`config.mk`:
```
export PLATFORM = sky130hd
export DESIGN_NAME = hsl_to_rgb_pixel
export DESIGN_NICKNAME = d
export VERILOG_FILES = /design/src/sv/hslrgb_pkg.sv /design/src/sv/hslrgb_ramp_div.sv /design/src/sv/hsl_to_rgb_pixel.sv
export SDC_FILE = /design/constraint.sdc
export NUM_CORES = 2
export LEC_CHECK = 0
export ABC_AREA = 1
export BUFFER_PORTS_ARGS = -buffer_cell sky130_fd_sc_hd__buf_2
export CAP_MARGIN = 40
export CORE_MARGIN = 3
export CORE_UTILIZATION = 58
export CTS_CLUSTER_DIAMETER = 60
export DETAILED_ROUTE_END_ITERATION = 12
export PLACE_DENSITY = 0.75
export SLEW_MARGIN = 25
export SYNTH_ARGS = -nofsm -noshare
export SYNTH_HDL_FRONTEND = slang
export SYNTH_HIERARCHICAL = 1
export SYNTH_SLANG_ARGS = --single-unit
```
`constraint.sdc`:
```
create_clock -name clk -period 14.5 [get_ports clk]
set_input_delay 2.9 -clock clk [delete_from_list [all_inputs] [get_ports clk]]
set_output_delay 2.9 -clock clk [all_outputs]
set_load 0.02 [all_outputs]
```
`src/sv/hslrgb_pkg.sv`:
```
`timescale 1ns / 1ps

package hslrgb_pkg;

	localparam int DEF_LEVEL_FRACTION_BITS = 15;
	localparam int COLOR_W = 16;
	localparam int HUE_W = 16;
	localparam int REM_W = 13;

	// One 60 degree sector in 1/128 degree units, split as an odd factor and a shift.
	localparam int SECTOR_UNITS = 7680;
	localparam int HUE_LIMIT = 6 * SECTOR_UNITS;
	localparam int DIV_SHIFT = 9;
	localparam int DIV_ODD = 15;

	localparam logic [COLOR_W-1:0] FULL_SCALE_RESET = 16'd255;

	typedef enum logic [2:0] {
		SEC_R_Y,
		SEC_Y_G,
		SEC_G_C,
		SEC_C_B,
		SEC_B_M,
		SEC_M_R
	} sector_t;

endpackage

```
`src/sv/hslrgb_ramp_div.sv`:
```
`timescale 1ns / 1ps

module hslrgb_ramp_div import hslrgb_pkg::*; #(
	parameter int LEVEL_FRACTION_BITS = DEF_LEVEL_FRACTION_BITS,
	localparam int LW = LEVEL_FRACTION_BITS + 1,
	localparam int NW = LW + REM_W - DIV_SHIFT
) (
	input  logic          clk,
	input  logic          en,
	input  logic [NW-1:0] num,
	output logic [LW-1:0] quot
);

	// Exact floor division by DIV_ODD for any num below 2**NW: multiply by the
	// rounded-up reciprocal and drop RSH bits. The rounding error stays below 16.
	localparam int RSH = NW + 4;
	localparam longint unsigned RECIP_FULL =
		((64'd1 << RSH) + DIV_ODD - 1) / DIV_ODD;
	localparam logic [NW:0] RECIP = RECIP_FULL[NW:0];

	logic [2*NW:0] q_s4;

	always_ff @(posedge clk) begin
		if (en) begin
			q_s4 <= (2*NW+1)'(num) * (2*NW+1)'(RECIP);
		end
	end

	assign quot = q_s4[RSH +: LW];

endmodule

```
`src/sv/hsl_to_rgb_pixel.sv`:
```
`timescale 1ns / 1ps

// Channel   | Handshake           | Payload
// ----------+---------------------+------------------------------------------
// input     | in_valid / in_ready | hue, saturation, lightness, is_null,
//           |                     | last_pixel
// output    | out_valid/out_ready | red, green, blue, null_out, end_of_row
// config    | cfg_we              | cfg_data (full-scale value)
//
// Six register stages; a pixel is offered at the output once it has passed
// through all six, and one pixel is taken per cycle while the output drains. The
// depth comes from the chroma, ramp, reciprocal-divide and full-scale multiplies.
// Reset clears the stage valid bits and sets the full-scale value to 255.
// A stage holds only while its successor is full and stalled, so the input
// keeps taking pixels until all six stages are full.

module hsl_to_rgb_pixel import hslrgb_pkg::*; #(
	parameter int LEVEL_FRACTION_BITS = DEF_LEVEL_FRACTION_BITS
) (
	input  logic               clk,
	input  logic               arst_n,
	input  logic               cfg_we,
	input  logic [COLOR_W-1:0] cfg_data,
	input  logic               in_valid,
	output logic               in_ready,
	input  logic [HUE_W-1:0]   hue,
	input  logic [15:0]        saturation,
	input  logic [15:0]        lightness,
	input  logic               is_null,
	input  logic               last_pixel,
	output logic               out_valid,
	input  logic               out_ready,
	output logic [COLOR_W-1:0] red,
	output logic [COLOR_W-1:0] green,
	output logic [COLOR_W-1:0] blue,
	output logic               null_out,
	output logic               end_of_row
);

	localparam int LW = LEVEL_FRACTION_BITS + 1;
	localparam int EXT_W = (LW > 16) ? LW : 16;
	localparam int PW = LW + REM_W;
	localparam int NW = PW - DIV_SHIFT;
	localparam logic [LW-1:0] ONE = {1'b1, {LEVEL_FRACTION_BITS{1'b0}}};
	localparam logic [EXT_W-1:0] ONE_EXT = EXT_W'(ONE);
	localparam logic [HUE_W-1:0] B1 = HUE_W'(SECTOR_UNITS);
	localparam logic [HUE_W-1:0] B2 = HUE_W'(2 * SECTOR_UNITS);
	localparam logic [HUE_W-1:0] B3 = HUE_W'(3 * SECTOR_UNITS);
	localparam logic [HUE_W-1:0] B4 = HUE_W'(4 * SECTOR_UNITS);
	localparam logic [HUE_W-1:0] B5 = HUE_W'(5 * SECTOR_UNITS);
	localparam logic [HUE_W-1:0] LIMIT = HUE_W'(HUE_LIMIT);
	localparam logic [REM_W-1:0] SU_REM = REM_W'(SECTOR_UNITS);

	typedef struct packed {
		logic    in_range;
		sector_t sector;
		logic    nul;
		logic    last;
	} pix_ctl_t;

	logic [COLOR_W-1:0] full_scale_q;

	logic v_s1, v_s2, v_s3, v_s4, v_s5, v_s6;
	logic en1, en2, en3, en4, en5, en6;

	pix_ctl_t ctl_s1, ctl_s2, ctl_s3, ctl_s4, ctl_s5;

	logic [LW-1:0]    s_s1, onemdev_s1;
	logic [LW:0]      twol_s1;
	logic [REM_W-1:0] rem_s1;

	logic [LW-1:0]    c_s2;
	logic [LW:0]      twol_s2;
	logic [REM_W-1:0] rem_eff_s2;

	logic [NW-1:0]    n_s3;
	logic [LW-1:0]    c_s3;
	logic [LW:0]      base2_s3;

	logic [LW-1:0]    c_s4;
	logic [LW:0]      base2_s4;

	logic [LW:0]      v2_s5 [3];

	logic [COLOR_W-1:0] col_s6 [3];
	logic               nul_s6, last_s6;

	// Stage enables: a stage loads when it is empty or its successor moves.
	assign en6 = !v_s6 || out_ready;
	assign en5 = !v_s5 || en6;
	assign en4 = !v_s4 || en5;
	assign en3 = !v_s3 || en4;
	assign en2 = !v_s2 || en3;
	assign en1 = !v_s1 || en2;
	assign in_ready = en1;

	always_ff @(posedge clk or negedge arst_n) begin
		if (!arst_n) begin
			full_scale_q <= FULL_SCALE_RESET;
			v_s1 <= 1'b0;
			v_s2 <= 1'b0;
			v_s3 <= 1'b0;
			v_s4 <= 1'b0;
			v_s5 <= 1'b0;
			v_s6 <= 1'b0;
		end else begin
			if (cfg_we) begin
				full_scale_q <= cfg_data;
			end
			if (en1) v_s1 <= in_valid;
			if (en2) v_s2 <= v_s1;
			if (en3) v_s3 <= v_s2;
			if (en4) v_s4 <= v_s3;
			if (en5) v_s5 <= v_s4;
			if (en6) v_s6 <= v_s5;
		end
	end

	// Stage 1: clamp the levels, fold the lightness, split hue into sector and ramp.
	logic [EXT_W-1:0] s_ext, l_ext;
	logic [LW-1:0]    s_cl, l_cl, dev;
	logic [LW:0]      twol;
	sector_t          sector;
	logic [HUE_W-1:0] sec_base;
	logic             in_range;
	logic [HUE_W-1:0] rem_full;

	always_comb begin
		s_ext = EXT_W'(saturation);
		l_ext = EXT_W'(lightness);
		s_cl = (s_ext > ONE_EXT) ? ONE : s_ext[LW-1:0];
		l_cl = (l_ext > ONE_EXT) ? ONE : l_ext[LW-1:0];
		twol = {l_cl, 1'b0};
		if (twol >= {1'b0, ONE}) begin
			dev = LW'(twol - {1'b0, ONE});
		end else begin
			dev = LW'({1'b0, ONE} - twol);
		end

		in_range = hue < LIMIT;
		if (hue >= B5) begin
			sector = SEC_M_R;
			sec_base = B5;
		end else if (hue >= B4) begin
			sector = SEC_B_M;
			sec_base = B4;
		end else if (hue >= B3) begin
			sector = SEC_C_B;
			sec_base = B3;
		end else if (hue >= B2) begin
			sector = SEC_G_C;
			sec_base = B2;
		end else if (hue >= B1) begin
			sector = SEC_Y_G;
			sec_base = B1;
		end else begin
			sector = SEC_R_Y;
			sec_base = '0;
		end
		// Out-of-range hue places nothing, so its ramp is forced to zero.
		rem_full = in_range ? (hue - sec_base) : '0;
	end

	always_ff @(posedge clk) begin
		if (en1) begin
			s_s1 <= s_cl;
			onemdev_s1 <= ONE - dev;
			twol_s1 <= twol;
			rem_s1 <= rem_full[REM_W-1:0];
			ctl_s1 <= '{in_range: in_range, sector: sector, nul: is_null, last: last_pixel};
		end
	end

	// Stage 2: chroma, and the ramp turned around in odd sectors.
	logic [2*LW-1:0] cprod;
	logic            odd;

	always_comb begin
		cprod = (2*LW)'(onemdev_s1) * (2*LW)'(s_s1);
		odd = ctl_s1.sector inside {SEC_Y_G, SEC_C_B, SEC_M_R};
	end

	always_ff @(posedge clk) begin
		if (en2) begin
			c_s2 <= cprod[LEVEL_FRACTION_BITS +: LW];
			twol_s2 <= twol_s1;
			rem_eff_s2 <= odd ? (SU_REM - rem_s1) : rem_s1;
			ctl_s2 <= ctl_s1;
		end
	end

	// Stage 3: chroma times ramp; the power-of-two part of the sector width drops here.
	logic [PW-1:0] xprod;

	assign xprod = PW'(c_s2) * PW'(rem_eff_s2);

	always_ff @(posedge clk) begin
		if (en3) begin
			n_s3 <= xprod[PW-1:DIV_SHIFT];
			c_s3 <= c_s2;
			base2_s3 <= twol_s2 - {1'b0, c_s2};
			ctl_s3 <= ctl_s2;
		end
	end

	// Stage 4: the remaining divide by the odd factor of the sector width.
	logic [LW-1:0] x;

	hslrgb_ramp_div #(
		.LEVEL_FRACTION_BITS(LEVEL_FRACTION_BITS)
	) u_ramp_div (
		.clk (clk),
		.en  (en4),
		.num (n_s3),
		.quot(x)
	);

	always_ff @(posedge clk) begin
		if (en4) begin
			c_s4 <= c_s3;
			base2_s4 <= base2_s3;
			ctl_s4 <= ctl_s3;
		end
	end

	// Stage 5: place chroma and intermediate, add the doubled baseline.
	logic [LW-1:0] comp [3];

	always_comb begin
		comp[0] = '0;
		comp[1] = '0;
		comp[2] = '0;
		if (ctl_s4.in_range) begin
			case (ctl_s4.sector)
				SEC_R_Y: begin
					comp[0] = c_s4;
					comp[1] = x;
				end
				SEC_Y_G: begin
					comp[0] = x;
					comp[1] = c_s4;
				end
				SEC_G_C: begin
					comp[1] = c_s4;
					comp[2] = x;
				end
				SEC_C_B: begin
					comp[1] = x;
					comp[2] = c_s4;
				end
				SEC_B_M: begin
					comp[0] = x;
					comp[2] = c_s4;
				end
				default: begin
					comp[0] = c_s4;
					comp[2] = x;
				end
			endcase
		end
	end

	always_ff @(posedge clk) begin
		if (en5) begin
			for (int k = 0; k < 3; k++) begin
				v2_s5[k] <= {comp[k], 1'b0} + base2_s4;
			end
			ctl_s5 <= ctl_s4;
		end
	end

	// Stage 6: scale to full range; the extra shift bit undoes the doubling.
	logic [LW+COLOR_W:0] sprod [3];

	always_comb begin
		for (int k = 0; k < 3; k++) begin
			sprod[k] = (LW+COLOR_W+1)'(v2_s5[k]) * (LW+COLOR_W+1)'(full_scale_q);
		end
	end

	always_ff @(posedge clk) begin
		if (en6) begin
			for (int k = 0; k < 3; k++) begin
				col_s6[k] <= ctl_s5.nul ? '0 : sprod[k][LEVEL_FRACTION_BITS+1 +: COLOR_W];
			end
			nul_s6 <= ctl_s5.nul;
			last_s6 <= ctl_s5.last;
		end
	end

	assign out_valid = v_s6;
	assign red = col_s6[0];
	assign green = col_s6[1];
	assign blue = col_s6[2];
	assign null_out = nul_s6;
	assign end_of_row = last_s6;

	a_null_black: assert property (@(posedge clk) disable iff (!arst_n)
		out_valid && null_out |-> red == '0 && green == '0 && blue == '0)
		else $error("null pixel carries nonzero components");

	a_full_scale: assert property (@(posedge clk) disable iff (!arst_n)
		out_valid |-> red <= full_scale_q && green <= full_scale_q && blue <= full_scale_q)
		else $error("component above full scale");

	a_ramp_le_chroma: assert property (@(posedge clk) disable iff (!arst_n)
		v_s4 |-> x <= c_s4)
		else $error("intermediate exceeds chroma");

	a_stall_only_full: assert property (@(posedge clk) disable iff (!arst_n)
		!in_ready |-> v_s1 && v_s2 && v_s3 && v_s4 && v_s5 && v_s6)
		else $error("input stalled with an empty stage");

	a_transfer_enters: assert property (@(posedge clk) disable iff (!arst_n)
		in_valid && in_ready |=> v_s1)
		else $error("accepted pixel did not enter stage one");

endmodule

```
==> flow_summary.yaml <==
status:
  status: "completed"
layout:
  layout_common_cells: "2044 x inv_1, 1763 x nand2_1, 988 x fa_1"
  num_antenna_cells: 0
  layout-drive-gt1-share_pct: 4.61
  final_common_cell: "inv_1"
  largest_register: "v2_s5"
  finalNetCount: 9161
  largest_register_ffs: 49
  area_delta_synth_final_pct: 5.65
  nFillCells: 9029
  top_regs: "v2_s5 (49), col_s6 (48), n_s3 (20)"
logic_synthesis:
  async_flop_share_pct: 6.27
  yosys_register_bits: 351
  synth_edf_count: 329
  synthFlopType: "edfxtp_1"
  synth_cells: 7520
  synth.cell_area_um2: 61800
  synth_cell_type_count: 57
  syn_avg_cell_area_um2: 8.22
  ys_seq_area_share_pct: 16.9
  synth-compound-area-share_pct: 6.24
  synth_mux_area_share_pct: 0.291
  synthAdderAreaFrac_pct: 45.3
  yosys.area_share.xor_xnor_pct: 2.01
  synth_nets: 9237
  synth_top_family_by_area: "adder cells"
  synth-simple-area-share_pct: 14.9
  ys_warn_count: 6
cts:
  clock_sinks: 351
  insertion_delay_ns: 0.65
  root_buffer: "clkbuf_16"
  numCtsBuffers: 47
  cts_tree: "yes"
  post-cts-setup-buffer-count: 0
  ctsLongestPathBuffers: 3
  cts.clk_slew.worst_paths_ns: 0.06
  ctsResizeCount: 0
  h-tree-depth: 2
  hold_buffers: 0
placed_design:
  place.gp.congestion: 0.935
  dp_hpwl_um: 120000
  buffer_ports.inserted: 122
timing:
  hold_viol_final: 0
  post-route-min-period_ns: 9.16
  final_max_slew_viol_count: 0
  slew_headroom_pct: 39.8
  fmax_mhz: 109
  skew_ns: 0.0317
  setup_tns_ns: 0
  fin_crit_sh_pct: 63.2
  tightest_slew_ns: 0.903
  grt_setup_unrepaired: "no"
  setup_violations: 0
worst_setup_path:
  worst-setup-path-type: "in -> out"
  crit_top_cell: "nor2_1"
  critical_path_required_ns: 11.60
  crit_family: "buffers and inverters"
  startpoint: "out_ready"
  start_kind: "primary input"
  crit_arrival_ns: 6.26
  worstReg2RegStart: "full_scale_q[3]$_DFFE_PN1P_"
  cp_max_fo: 60
  crit_path_end_kind: "output pin"
  max_stage_delay_ns: 0.60
  critPathBufInv: 10
  critical_path.cell_chain: "buf_2 -> nor2_1 -> inv_2 -> buf_4 -> nor2_1 -> inv_2 -> buf_4 -> nor2_1 -> inv_2 -> buf_4 -> nor2_1 -> inv_2 -> buf_4 -> nor2_1 -> nand2_2 -> buf_2"
  crit_slowest_cell: "buf_4"
floorplan:
  core_region_area_um2: 106000
  die_h_um: 333
  die_w_um: 333
  boundaryPins: 123
  start_util_pct: 58.6
  die_area_um2: 111000
  rows: 119
drt:
  drc_errors: 0
  ant_nets: 0
  wl_per_cell_um: 17.3
  wirelength_um: 154000
  post_drt_via_cell_ratio: 5.38
  first_pass_iters: 5
  vias: 47761
  drt_iter0_markers: 3374
grt:
  grt_pass1_vias: 50433
  globalRoute.totalOverflow: 0
  grt_pass1_wl_um: 255000
  grt_usage_pct: 28.6
  grt_max_degree: 67
  grt_antenna_before_repair: 1
hold_path:
  min_path_type: "reg -> reg"
  min_from: "c_s3[3]$_DFFE_PP_"
run:
  maxCapViolations: 0
area by class of cell:
class | instances | area (um^2) | share of cell area [%]
Tap cell | 1391 | 1740 | 2.66
Timing Repair Buffer | 174 | 1180 | 1.81
Sequential cell | 351 | 10400 | 16.0
Multi-Input combinational cell | 4814 | 42500 | 65.1
Clock buffer | 52 | 1220 | 1.86
Clock inverter | 36 | 492 | 0.753
Inverter | 2056 | 7720 | 11.8
Yosys cell counts (14+ instances only):
cell	instances	area share [%]
nor3_1	39	0.32
a21o_1	18	0.22
o21a_1	26	0.32
ha_1	658	13
o22ai_1	18	0.18
dfrtp_1	14	0.57
nand3_1	110	0.89
clkbuf_1	289	1.8
mux2_2	16	0.29
nand2_1	1764	11
fa_1	988	32
nand2_2	17	0.17
nand4_1	33	0.33
a31oi_1	20	0.20
inv_1	2049	12
o21bai_1	16	0.19
o21ai_0	223	1.8
xor2_1	91	1.3
xnor2_1	51	0.72
nor2_1	301	1.8
edfxtp_1	329	16
a21oi_1	302	2.4
through the flow:
stage / utilization (%) / hold WS (ns) / cells / setup slack [ns] / cell area, um^2
6_report: 61.9 / 0.412 / 8874 / 5.34 / 65300
5_1_grt: 61.9 / 0.419 / 8874 / 4.94 / 65300
4_1_cts: 61.7 / 0.414 / 8861 / 4.87 / 65100
3_5_place_dp: 60.1 / 0.405 / 8773 / 4.89 / 63400
3_3_place_gp: 59.9 / 0.401 / 8765 / 4.89 / 63300
2_1_floorplan: - / 0.400 / 7520 / 2.26 / 61800
worst register-to-register path: stages, from the launching register on:
cell     delay (ns)
dfstp_2        1.00
buf_4          0.47
nand2_1        0.14
fa_1           0.48
fa_1           0.55
fa_1           0.52
inv_1          0.05
fa_1           0.48
fa_1           0.52
inv_1          0.05
fa_1           0.48
inv_1          0.04
ha_1           0.33
nand2_1        0.13
nor2_1         0.15
nand2_1        0.06
o21ai_0        0.67
nand2_1        0.11
nand2_1        0.15
nand2_1        0.08
a21oi_1        0.14
nor2_1         0.06
metal layers:
metal / up-vias / wire length (um) / global-route usage, %
met5: - / 13 / 0
met4: 2 / 5940 / 10.7
met3: 390 / 10800 / 4.69
met2: 1696 / 74800 / 49.1
met1: 23406 / 62300 / 36.5
li1: 22267 / - / -
cells by family after synthesis:
logic type,Yosys count
DFF,351
AOI/OAI and AO/OA,694
muxes,16
buffers and inverters,2355
xor gates and xnor gates,142
and+or+nand+nor,2316
adders and majority gates,1646
final timing paths:
| path | cells past startpoint | slack (ns) | endpoint |
|---|---|---|---|
| max | 16 | 5.34 | in_ready |
| min | 0 | 0.41 | c_s4[3]$_DFFE_PP_ |
| max reg2reg | 21 | 7.62 | col_s6[0][11]$_SDFFCE_PP0P_ |
| min reg2reg | 0 | 0.41 | c_s4[3]$_DFFE_PP_ |
| max in group asynchronous | 2 | 11.93 | full_scale_q[5]$_DFFE_PN1P_ |
| min in group asynchronous | 1 | 2.06 | out_valid$_DFFE_PN0P_ |
Power is not shown: default switching activity piles up to over one toggle a cycle in this logic, so the estimate is an artifact.
